**config.mk**
```make
export PLATFORM = sky130hd
export DESIGN_NAME = rmq_queue
export DESIGN_NICKNAME = d
export VERILOG_FILES = /design/src/hw/rtl/rmq_queue.sv
export SDC_FILE = /design/constraint.sdc
export NUM_CORES = 1
export LEC_CHECK = 0
export BUFFER_PORTS_ARGS = -buffer_cell sky130_fd_sc_hd__buf_2
export CAP_MARGIN = 10
export CORE_AREA = 2 2 59 61
export CTS_CLUSTER_SIZE = 30
export DETAILED_ROUTE_END_ITERATION = 6
export DIE_AREA = 0 0 61 63
export SKIP_CTS_REPAIR_TIMING = 1
export SYNTH_ARGS = -nofsm -noshare
export SYNTH_HDL_FRONTEND = slang
export SYNTH_SLANG_ARGS = --single-unit
```
**constraint.sdc**
```tcl
create_clock -name clk -period 1.9 [get_ports clk]
set_input_delay 0.38 -clock clk [delete_from_list [all_inputs] [get_ports clk]]
set_output_delay 0.38 -clock clk [all_outputs]
set_load 0.02 [all_outputs]
```
**src/hw/rtl/rmq_queue.sv**
```systemverilog
// ============================================================================
// rmq_queue: two-entry request queue
// Decouples the front end from the back-end pipeline.
// ============================================================================
`default_nettype none

module rmq_queue #(
    parameter int WIDTH = 8
) (
    input  logic             clk,
    input  logic             rst_n,
    input  logic             push,
    input  logic [WIDTH-1:0] wdata,
    output logic             full,
    input  logic             pop,
    output logic [WIDTH-1:0] rdata,
    output logic             empty
);

    logic [WIDTH-1:0] mem_reg [0:1];
    logic             wptr_reg;
    logic             wptr_next;
    logic             rptr_reg;
    logic             rptr_next;
    logic [1:0]       count_reg;
    logic [1:0]       count_next;
    logic             do_push;
    logic             do_pop;

    assign full    = (count_reg == 2'd2);
    assign empty   = (count_reg == 2'd0);
    assign rdata   = mem_reg[rptr_reg];
    assign do_push = push && !full;
    assign do_pop  = pop && !empty;

    always_comb
    begin
        wptr_next  = do_push ? !wptr_reg : wptr_reg;
        rptr_next  = do_pop ? !rptr_reg : rptr_reg;
        count_next = count_reg + {1'b0, do_push} - {1'b0, do_pop};
    end

    always_ff @(posedge clk or negedge rst_n)
    begin
        if (!rst_n)
        begin
            wptr_reg  <= 1'b0;
            rptr_reg  <= 1'b0;
            count_reg <= 2'd0;
        end
        else
        begin
            wptr_reg  <= wptr_next;
            rptr_reg  <= rptr_next;
            count_reg <= count_next;
        end
    end

    always_ff @(posedge clk)
    begin
        if (do_push)
        begin
            mem_reg[wptr_reg] <= wdata;
        end
    end

endmodule

`default_nettype wire

```
==> Word-level counts from Yosys, hierarchy flattened <==
Memory sizes are Yosys's and may differ from the RTL's.
Cells that the tools add are included.
{ "word_totals": {"ram_bits": 16, "reg_bits": 4, "n_memories": 1, "inputBits": 12, "out_inout_bits": 10, "wordCells": 16} }
{ "mem_list": {"columns": ["name", "words", "width", "rd", "rd_ports_with_merged_regs", "write_ports", "line", "rtl"], "rows": [
  ["mem_reg", 2, 8, 1, 0, 1, "20", "logic [WIDTH-1:0] mem_reg [0:1];"]
]} }
{ "op_classes": {"n_addsub": 2, "eq_ne": 1, "n_reduce_logical": 7, "muxes": 2} }
{ "ops": {"columns": ["cell", "n"], "rows": [
  ["$logic_not A1 Y1", 4],
  ["$add A2 B1 Y2", 1],
  ["$eq A2 B2 Y1 const B", 1],
  ["$logic_and A1 B1 Y1", 2],
  ["$logic_not A2 Y1", 1],
  ["$mux W1", 2],
  ["$sub A2 B1 Y2", 1]
]} }

==> Logic depth before layout (Yosys ltp) <==
{ "logic_depth": {"word_depth": 5, "mapped_depth": 7, "mapped_depth_nobuf": 7} }

==> Worst setup path after synthesis <==
Ideal clock, no wire load.
{ "synth_timing": {"path_kind": "reg2reg", "start": "reg count_reg[1]", "end": "reg count_reg[1]", "path_stages_with_launch": 8, "t_arrival_ns": 1.572, "synth_period_minus_slack_ns": 1.694, "n_path_buf": 0, "setup_ns": 0.123, "required_time_ns": 1.777, "slack_ns": 0.206, "cell_sequence": "dfrtp_1 > nor2_1 > nor2b_2 > ha_1 > inv_1 > ha_1 > xnor2_1 > xnor2_1"} }
{ "synth_between": {"elab_cells_between_ends": 8, "classes_between": "add/sub (2); eq/ne (1); reduce/logical (5)"} }
{ "synth_lines": {"columns": ["item", "line", "rtl"], "rows": [
  ["from (decl)", "25", "logic [1:0] count_reg;"],
  ["from (signal assigned)", "55", "count_reg <= count_next;"],
  ["$logic_not A2 Y1", "31", "assign empty = (count_reg == 2'd0);"],
  ["named net empty", "17", "output logic empty"],
  ["$logic_not A1 Y1", "34", "assign do_pop = pop && !empty;"],
  ["$logic_and A1 B1 Y1", "34", null],
  ["named net do_pop", "28", "logic do_pop;"],
  ["$sub A2 B1 Y2", "40", "count_next = count_reg + {1'b0, do_push} - {1'b0, do_pop};"],
  ["named net count_next[1]", "26", "logic [1:0] count_next;"]
]} }
The timed path passes the listed nets, and every way through them passes these cells.
A chain may end at the register's enable or synchronous reset.

==> Worst setup path in the final report <==
{ "layout_timing": {"start": "reg rptr_reg", "end": "out rdata[3]"} }
{ "layout_between": {"elab_chain_len": 1} }
{ "layout_lines": {"columns": ["item", "line", "rtl"], "rows": [
  ["from (decl)", "23", "logic rptr_reg;"],
  ["from (signal assigned)", "54", "rptr_reg <= rptr_next;"],
  ["$mem_v2 Z2 W8", null, null],
  ["to (decl)", "16", "output logic [WIDTH-1:0] rdata,"]
]} }
Every way passes these cells.

==> impl_metrics.ini <==
[status]
status = completed

[floorplanning]
fp.dieH_um = 63
die_width_um = 61
num_io_pins = 22
dieArea_um2 = 3843
rows = 21
start_util = 0.2400
core_um2 = 3232

[sta]
tightestPinTransition_ns = 0.4341
setup_viol = 0
finalHoldViolCount = 0
finalClockSkew_ns = 0.006116
finalSetupTns_ns = 0
relSlewSlack = 0.7106
slew_violations = 0
fin_crit_ns = 1.686
grt_setup_unrepaired = false
max_freq_mhz = 593.0
fin_crit_sh = 0.8875

[cells_and_area]
antenna_cells = 0
final_cell_mix = buf_2 (21), edfxtp_1 (16), mux2_2 (8)
drive_above_1_share = 0.5072
fillers = 330
final_util = 0.3027
final_common_cell = buf_2
area_delta_synth_final_pct = 26.13
fin_cells = 115
final_nets = 84
largest_register_ffs = 16

[power_and_ir_drop]
power.leakage_nw = 0.3925
pwr-share-comb = 0.381
peakVddDrop_uv = 607.3
power_density_nw_per_um2 = 1464
pwr-share-seq = 0.485
switching_share = 0.3484
p_int_uw = 933.2
finalPower_mw = 1.432
clkPwrFrac = 0.133
p_sw_uw = 499.0

[setup_path]
critPathLaunchType = register
reg2reg_slack_ns = 0.33
cp-end-kind = output pin
required_ns = 1.52
cp.arrival_ns = 1.31
cp_max_fo = 9
crit_type = register to output pin

[detailed_routing]
via_count = 418
wirelength_um = 1226
ant_nets = 0
drc = 0
first_iter_violations = 3
via_per_inst = 3.635
wire_per_inst_um = 10.66
dr.pass1.iters = 3

[logic_synthesis]
ys_warn_count = 0
syn_nets = 57
synth.avg_cell_area_um2 = 18.04
synth_area_um2 = 775.7
ys_seq_elements = 20
synth_cell_types = 13
syn-instance-count = 43
seq_area_frac_synth = 0.7484

[global_route]
antenna_found_initial = 0
grt_max_degree = 12
groute.usage.overall = 0.07365
grt_pass1_vias = 468
gr-total-overflow = 0
grt_pass1_wl_um = 2090

[cts]
cts_made_buffers = 3
clock_latency_ns = 0.29
cts.clk_slew.worst_paths_ns = 0.11
clock-sinks = 20
clockRootBuffer = clkbuf_4
htreeDepth = 1
cts_tree = done
cts.path.max_buffers = 2

[min_path]
hp-class = input port to register

[placement]
dp_hpwl_um = 925.5
dp.cells = 110
place.gp.congestion = 0.6056
io_buffers = 21

[flow_run]
drv_cap = 0
## power by group through the flow
stage / Combinational, mW / Sequential (mW) / Clock [mW]
floorplan: 0.428 / 0.655 / 0
global route: 0.611 / 0.714 / 0.225
CTS: 0.557 / 0.696 / 0.203
global placement: 0.540 / 0.701 / 0
finish: 0.546 / 0.695 / 0.191
detailed placement: 0.556 / 0.704 / 0
## cell usage after synthesis (all sizes together)
cell | n | area (um2)
buf | 1 | 5.000
inv | 2 | 7.510
ha | 2 | 25.02
and3 | 1 | 6.260
nor2b | 1 | 8.760
nand2b | 1 | 6.260
dfrtp | 4 | 100.1
edfxtp | 16 | 480.5
nand2 | 1 | 3.750
mux2 | 8 | 90.09
xor2 | 1 | 8.760
xnor2 | 3 | 26.28
nor2 | 2 | 7.510
## routing by layer
metal,up-vias,GRT usage,part of all wire
li1,210,-,-
met2,15,0.1156,0.47
met5,-,0,0
met3,0,0.02277,0.070
met1,193,0.09486,0.46
met4,0,0.02446,0
## metrics by stage
step	cell area [um2]	worst slack (ns)	hold slack, ns
after floorplan	775.7	0.2058	0.08441
after global placement	940.9	0.3836	0.1921
after detailed placement	940.9	0.3251	0.1942
after CTS	967.2	0.06385	-0.1331
after global routing	978.4	0.1256	0.2514
final	978.4	0.2138	0.2769
## worst paths after layout
path                                  to         start  cells after the start
min in group asynchronous       wptr_reg         rst_n                      2
max                             rdata[3]      rptr_reg                      2
min                        mem_reg[0][7]      wdata[7]                      1
max in group asynchronous       rptr_reg         rst_n                      2
max reg2reg                 count_reg[1]  count_reg[1]                      7
min reg2reg                 count_reg[1]  count_reg[1]                      1
## worst max-delay path: stages, from the launching register on
cell and delay (ns):
dfrtp_2 0.50, mux2_2 0.36, buf_2 0.16
## area by class of cell
| type | instances | area, um2 | share of cell area |
|---|---|---|---|
| Multi-Input combinational cell | 20 | 182.7 | 0.1867 |
| Tap cell | 46 | 57.56 | 0.05882 |
| Inverter | 2 | 7.507 | 0.007673 |
| Timing Repair Buffer | 23 | 122.6 | 0.1253 |
| Sequential cell | 20 | 581.8 | 0.5946 |
| Clock buffer | 3 | 22.52 | 0.02302 |
| Clock inverter | 1 | 3.754 | 0.003836 |
## cells by family (layout without fill, tap and decap cells)
family,after synthesis,in the layout,synth area share
xor+xnor,4,4,0.04517
flops,20,20,0.7484
simple gates,6,6,0.04195
fa+ha+maj,2,2,0.03225
buf+inv,3,29,0.01613
mux,8,8,0.1161
Note: power is estimated with default switching activity, not from simulation.
