--- src/hw/rtl/rmq_pkg.sv ---
// ============================================================================
// rmq_pkg: shared types and constants for the matrix-to-quaternion block
// Holds the element widths and the branch codes that the front end hands to
// the back end through the decoupling queue.
// ============================================================================
`default_nettype none

package rmq_pkg;

    // Width of one matrix entry and of one quaternion component.
    localparam int ELEM_W = 16;
    // Width of a signed sum or difference of two entries.
    localparam int DIFF_W = 18;
    // Width of the magnitude of such a sum or difference.
    localparam int MAG_W  = 17;
    // Quotient bits developed by the divider; 2^16 is the clamp value.
    localparam int QUOT_W = 17;

    typedef logic [1:0] sel_t;

    // Which component takes the half-root value.
    localparam sel_t SEL_W = 2'd0;
    localparam sel_t SEL_X = 2'd1;
    localparam sel_t SEL_Y = 2'd2;
    localparam sel_t SEL_Z = 2'd3;

    localparam logic [ELEM_W-1:0] SAT_POS = 16'h7fff;
    localparam logic [ELEM_W-1:0] SAT_NEG = 16'h8000;
    localparam logic [QUOT_W-1:0] QUOT_CLAMP = 17'h10000;

endpackage

`default_nettype wire

--- src/hw/rtl/rmq_front.sv ---
// ============================================================================
// rmq_front: branch selection and operand preparation
// Picks the branch from the trace and the diagonal, forms the radicand and
// the three off-diagonal numerators in the order the back end expects.
// ============================================================================
`default_nettype none

module rmq_front #(
    parameter int FRAC_BITS = 14
) (
    input  logic signed [rmq_pkg::ELEM_W-1:0] m00,
    input  logic signed [rmq_pkg::ELEM_W-1:0] m01,
    input  logic signed [rmq_pkg::ELEM_W-1:0] m02,
    input  logic signed [rmq_pkg::ELEM_W-1:0] m10,
    input  logic signed [rmq_pkg::ELEM_W-1:0] m11,
    input  logic signed [rmq_pkg::ELEM_W-1:0] m12,
    input  logic signed [rmq_pkg::ELEM_W-1:0] m20,
    input  logic signed [rmq_pkg::ELEM_W-1:0] m21,
    input  logic signed [rmq_pkg::ELEM_W-1:0] m22,
    output rmq_pkg::sel_t                     sel,
    output logic [((FRAC_BITS > 17) ? FRAC_BITS : 17) + 1:0] rad,
    output logic [2:0][rmq_pkg::DIFF_W-1:0]   dnum
);

    localparam int RADW = ((FRAC_BITS > 17) ? FRAC_BITS : 17) + 2;
    localparam int RSW  = RADW + 1;
    localparam int DW   = rmq_pkg::DIFF_W;

    logic signed [DW-1:0]  trace;
    logic signed [RSW-1:0] one_v;
    logic signed [RSW-1:0] e00;
    logic signed [RSW-1:0] e11;
    logic signed [RSW-1:0] e22;
    logic signed [RSW-1:0] rad_s;
    logic signed [DW-1:0]  s01;
    logic signed [DW-1:0]  s02;
    logic signed [DW-1:0]  s12;
    logic signed [DW-1:0]  dx;
    logic signed [DW-1:0]  dy;
    logic signed [DW-1:0]  dz;

    always_comb
    begin
        trace = DW'(m00) + DW'(m11) + DW'(m22);
        one_v = {{(RSW-1){1'b0}}, 1'b1} << FRAC_BITS;
        e00   = RSW'(m00);
        e11   = RSW'(m11);
        e22   = RSW'(m22);
        s01   = DW'(m01) + DW'(m10);
        s02   = DW'(m02) + DW'(m20);
        s12   = DW'(m12) + DW'(m21);
        dx    = DW'(m21) - DW'(m12);
        dy    = DW'(m02) - DW'(m20);
        dz    = DW'(m10) - DW'(m01);

        // Numerators are listed in x, y, z, w order with the half slot left out.
        priority if (!trace[DW-1] && (trace != '0))
        begin
            sel   = rmq_pkg::SEL_W;
            rad_s = one_v + RSW'(trace);
            dnum  = {dz, dy, dx};
        end
        else if ((m00 > m11) && (m00 > m22))
        begin
            sel   = rmq_pkg::SEL_X;
            rad_s = one_v + e00 - e11 - e22;
            dnum  = {dx, s02, s01};
        end
        else if (m11 > m22)
        begin
            sel   = rmq_pkg::SEL_Y;
            rad_s = one_v + e11 - e00 - e22;
            dnum  = {dy, s12, s01};
        end
        else
        begin
            sel   = rmq_pkg::SEL_Z;
            rad_s = one_v + e22 - e00 - e11;
            dnum  = {dz, s12, s02};
        end

        // A non-positive radicand only comes from a non-rotation; treat as zero.
        rad = (!rad_s[RSW-1] && (rad_s != '0)) ? rad_s[RADW-1:0] : '0;
    end

endmodule

`default_nettype wire

--- config.mk ---
export PLATFORM = sky130hd
export DESIGN_NAME = rmq_front
export DESIGN_NICKNAME = d
export VERILOG_FILES = /design/src/hw/rtl/rmq_pkg.sv /design/src/hw/rtl/rmq_front.sv
export SDC_FILE = /design/constraint.sdc
export NUM_CORES = 1
export LEC_CHECK = 0
export BUFFER_PORTS_ARGS = -buffer_cell sky130_fd_sc_hd__buf_2
export CAP_MARGIN = 20
export CORE_MARGIN = 5
export CORE_UTILIZATION = 35
export DETAILED_ROUTE_END_ITERATION = 7
export GPL_TIMING_DRIVEN = 0
export PLACE_DENSITY_LB_ADDON = 0.1
export SETUP_SLACK_MARGIN = 0.05
export SKIP_LAST_GASP = 1
export SLEW_MARGIN = 15
export SYNTH_ARGS = -nofsm -noshare
export SYNTH_HDL_FRONTEND = slang
export SYNTH_SLANG_ARGS = --single-unit
--- constraint.sdc ---
create_clock -name vclk -period 4.7
set_input_delay 0.235 -clock vclk [all_inputs]
set_output_delay 0.235 -clock vclk [all_outputs]
set_load 0.005 [all_outputs]
Word level (Yosys, flattened, before mapping)
Cells that the tools add are included.
{"block": "op_classes", "addsub": 18, "n_mul": 0, "div": 0, "order_cmp": 3, "n_eq_ne": 0, "shifts": 0, "n_mux": 10, "bitwise_logic": 0, "reduce_logical": 7}
{"operator": "54-bit 2-to-1 mux", "count": 3}
{"operator": "16-bit by 16-bit adder with 17-bit output", "count": 4}
{"operator": "20-bit 2-to-1 mux", "count": 3}
{"operator": "18-bit by 16-bit subtractor with 19-bit output", "count": 3}
{"operator": "17-bit by 16-bit subtractor with 18-bit output", "count": 3}
{"operator": "16-bit by 16-bit adder with 17-bit output, first input constant", "count": 3}
{"operator": "16-bit by 16-bit subtractor with 17-bit output", "count": 3}
{"operator": "16-bit greater-than comparator", "count": 3}
{"operator": "20-bit nonzero test", "count": 1}
{"operator": "16-bit by 18-bit adder with 19-bit output, first input constant", "count": 1}
{"operator": "19-bit 2-to-1 mux", "count": 1}
{"operator": "17-bit by 16-bit adder with 18-bit output", "count": 1}
{"operator": "18-bit nonzero test", "count": 1}
{"operator": "2-bit 2-to-1 mux", "count": 2}
{"operator": "1-bit logical AND", "count": 3}
{"operator": "1-bit zero test", "count": 2}
{"operator": "1-bit 2-to-1 mux", "count": 1}
{"block": "word_totals", "reg_bits": 0, "latchBits": 0, "ram_bits": 0, "rom_bits": 0, "n_memories": 0}

Logic depth before layout (Yosys ltp)
{"block": "depth", "ltp_word": 9, "mapped_depth": 24}

Worst setup path after synthesis
OpenSTA, ideal clock, no wires.
{"block": "synth_timing", "path_type": "input to output", "from": "input m00[7] (netlist name)", "to": "output dnum[17] (netlist name)", "arrival_time_ns": 4.466, "t_required_ns": 4.465, "path_slack_ns": -0.001, "stages": 23, "cell_sequence": "inv_1 -> fa_1 -> inv_1 -> ha_1 -> nor4bb_1 -> a211o_1 -> o21a_1 -> o2bb2ai_2 -> o21ai_0 -> o21ai_0 -> nand2b_1 -> xor2_1 -> inv_1 -> ha_1 -> nor4b_1 -> nand4_1 -> nor4b_2 -> nand4b_1 -> o22ai_2 -> buf_6 -> buf_2 -> a21oi_1 -> buf_4"}
{"element": "from (decl)", "line": "rmq_front.sv:11", "source": "input logic signed [rmq_pkg::ELEM_W-1:0] m00,"}
{"element": "to (decl)", "line": "rmq_front.sv:22", "source": "output logic [2:0][rmq_pkg::DIFF_W-1:0] dnum"}

==> impl_table.tex <==
\begin{tabular}{lr}
\hline
Metric & Value \\
\hline
\multicolumn{2}{l}{\textbf{Critical path}} \\
Crit end category & primary output \\
Worst EP arrival & 5100 ps \\
Element type at the critical path start & primary input \\
Crit path kind & in -> out \\
Required time at the endpoint of the critical path & 4470 ps \\
Most prevalent standard cell on the critical path & sky130\_fd\_sc\_hd\_\_inv\_2 \\
Cell with the biggest individual delay on the critical path & sky130\_fd\_sc\_hd\_\_fa\_1 \\
Count of buffer and inverter cells on the critical path & 8 \\
Critical path's top delay family & compound AO/OA/AOI/OAI gates \\
Crit-path max cell delay & 540 ps \\
Critical path peak fanout & 6 \\
\multicolumn{2}{l}{\textbf{Timing}} \\
Final total negative setup slack & -41720 ps \\
Maximum clock rate & 187.5 MHz \\
Final setup violation count & 74 \\
Worst hold-check slack & 915.7 ps \\
Setup WS post-layout & -634.6 ps \\
Period utilisation layout & 113.5\% \\
Final count of hold timing violations & 0 \\
Setup repair after global routing missed its margin & yes \\
Tightest Pin Transition & 968.1 ps \\
Number of slew-limit violations in the final report & 0 \\
Final worst path period need & 5335 ps \\
Slew margin rel. & 34.55\% \\
\multicolumn{2}{l}{\textbf{Power}} \\
Proportion of power drawn by flip-flops and latches & 0\% \\
Net switching power of the design & 2501 uW \\
Combinational share of power & 100.0\% \\
Tot Pwr & 4504 uW \\
Power Density & 285.2 mW/mm\^{}2 \\
Max IR drop VDD & 0.1094 mV \\
Internal portion of total power & 2004 uW \\
Clock share of power & 0\% \\
Net switching share of the total power & 55.52\% \\
Leakage power & 0.007686 uW \\
\multicolumn{2}{l}{\textbf{GRT}} \\
Largest net degree at the start of global routing & 11 \\
Global Route met1 Usage & 28.30\% \\
Combined global-route utilization of all metal layers & 21.77\% \\
Remaining Overflow, GRT & 0 \\
GR Util met2 & 40.36\% \\
Wire length of the first global-routing pass & 71160 um \\
Met3 GRT Util & 1.730\% \\
Initial antenna violation count & 6 \\
GRT Max-Usage Layer & met2 \\
Vias in the first global route & 12938 \\
\multicolumn{2}{l}{\textbf{Status}} \\
Violated checks & negative setup slack \\
Status & finished with violations \\
\multicolumn{2}{l}{\textbf{Logic synthesis}} \\
Syn\_area\_per\_cell & 7.539 sq um \\
Number of warnings reported in the yosys synthesis log & 0 \\
Post-Syn Instances & 1679 \\
Total standard cell area after synthesis & 0.01266 sq mm \\
Post-synthesis cell type count & 71 \\
Share of the yosys chip area belonging to registers & 0\% \\
Net count after synthesis & 2193 \\
\multicolumn{2}{l}{\textbf{Finish}} \\
Fillers & 3658 \\
Area of combinational cells with multiple inputs & 0.01231 sq mm \\
Area of all sequential standard cells & 0 sq um \\
Number of nets in the layout & 2455 \\
Seq Cell Count & 0 \\
Share of post-route cells with drive strength above 1 & 21.04\% \\
Most common library cell in the layout ignoring fill and taps & sky130\_fd\_sc\_hd\_\_ha\_1 \\
Fin cells & 2400 \\
Synth-to-layout area growth & 24.75\% \\
Number of clock buffers in the layout & 0 \\
Fin util & 44.29\% \\
Most used cells in the layout excluding fill and tap cells & sky130\_fd\_sc\_hd\_\_ha\_1, sky130\_fd\_sc\_hd\_\_buf\_2, sky130\_fd\_sc\_hd\_\_inv\_1 \\
Count of inserted antenna diode cells & 0 \\
\multicolumn{2}{l}{\textbf{Drt}} \\
Total routed wirelength & 46390 um \\
1st-iter DRT viols & 530 \\
Number of nets still failing antenna checks after routing & 0 \\
Detailed-route wire length per cell & 19.33 um \\
Ratio of routed vias to standard cells & 5.193 \\
Post-detailed-route DRC marker count & 0 \\
Router iterations before antenna repair & 5 \\
DR vias & 12462 \\
\multicolumn{2}{l}{\textbf{Placed design}} \\
Quantity of I/O buffers inserted on ports & 218 \\
Cells after DPL & 2358 \\
HPWL after detailed placement & 39490 um \\
GPL Wtd Cong & 0.9015 \\
\multicolumn{2}{l}{\textbf{Floorplan}} \\
Number of standard-cell rows in the floorplan & 69 \\
Effective utilization at floorplan & 35.50\% \\
Top Ports & 219 \\
Total die area & 0.04007 sq mm \\
Die height & 200.2 um \\
Die width & 200.2 um \\
Placeable Area & 0.03566 sq mm \\
\multicolumn{2}{l}{\textbf{Min path}} \\
Hold Path Class & in -> out \\
\multicolumn{2}{l}{\textbf{Clock tree}} \\
Hold buffer count at CTS & 0 \\
\multicolumn{2}{l}{\textbf{Job}} \\
Max-capacitance violation count & 0 \\
\hline
\end{tabular}
-- cells by family (layout without fill, tap and decap cells) --
group / count (synthesis) / in the layout / share of synthesized area (%)
AOI/OAI and AO/OA: 441 / 441 / 22.42
and+or+nand+nor: 440 / 440 / 16.84
adders and majority gates: 371 / 371 / 41.04
buffers and inverters: 268 / 528 / 8.352
xor gates and xnor gates: 129 / 129 / 8.926
muxes: 29 / 29 / 2.392
other: 1 / 1 / 0.02962
-- cell type report --
cell class,instances,area share (%)
multi-input combinational,1411,77.98
timing repair buffer,260,10.59
inverter,201,4.849
tap,461,3.653
buffer,67,2.924
-- power groups by stage --
stage                     Clock, uW  Sequential (uW)  Combinational, uW
after floorplan                   0                0               2320
after global placement            0                0               3570
after detailed placement          0                0               3570
after CTS                         0                0               4170
after global routing              0                0               4890
final                             0                0               4500
-- cells in the mapped netlist, drive strengths merged (6+ instances only) --
cell / count / area, sq um
a211oi: 20 / 150.1
a21o: 25 / 187.7
a21oi: 110 / 550.5
a221oi: 6 / 52.55
a22oi: 9 / 67.56
a31oi: 14 / 87.58
and3: 8 / 50.05
buf: 25 / 145.1
clkbuf: 42 / 157.7
fa: 74 / 1481
ha: 296 / 3704
inv: 200 / 750.7
mux2: 10 / 112.6
mux2i: 19 / 190.2
nand2: 96 / 360.4
nand2b: 28 / 175.2
nand3: 24 / 120.1
nand4: 9 / 56.30
nor2: 142 / 533.0
nor2b: 37 / 231.5
nor3: 43 / 215.2
nor4: 6 / 37.54
o211ai: 20 / 150.1
o21a: 14 / 105.1
o21ai: 109 / 545.5
o21bai: 16 / 120.1
o22ai: 30 / 193.9
o31ai: 8 / 60.06
o41a: 6 / 67.56
o41ai: 7 / 68.82
or2: 7 / 43.79
or3: 15 / 93.84
xnor2: 87 / 762.0
xor2: 42 / 367.9
-- through the flow --
| stage | cell area, sq um | worst slack [ps] |
|---|---|---|
| final | 15790 | -634.6 |
| after global routing | 15790 | -809.0 |
| after CTS | 15290 | -464.8 |
| after detailed placement | 14350 | -1722 |
| after global placement | 14350 | -1730 |
| after floorplan | 12680 | 70.77 |
-- worst min-delay path, delay by kind of cell --
kind / cells / cell delay, ps
compound gates: 1 / 60
fa+ha+maj: 1 / 180
buf+inv: 2 / 210
-- worst paths after layout --
check  depth (start not counted)   start       end
min                            4  m12[0]   dnum[0]
max                           25  m11[3]  dnum[13]
-- routing by layer --
layer	up-vias	routed length, um
li1	6291	-
met1	5844	20890
met2	253	22760
met3	62	1618
met4	12	1037
met5	-	91
-- repair_timing --
item,4_1_cts,5_1_grt
setup endpoints to repair,74,74
resized for setup,183,73
gates cloned,1,4
pin swaps,36,45
buffers inserted,22,16
(Power assumes the default switching activity.)
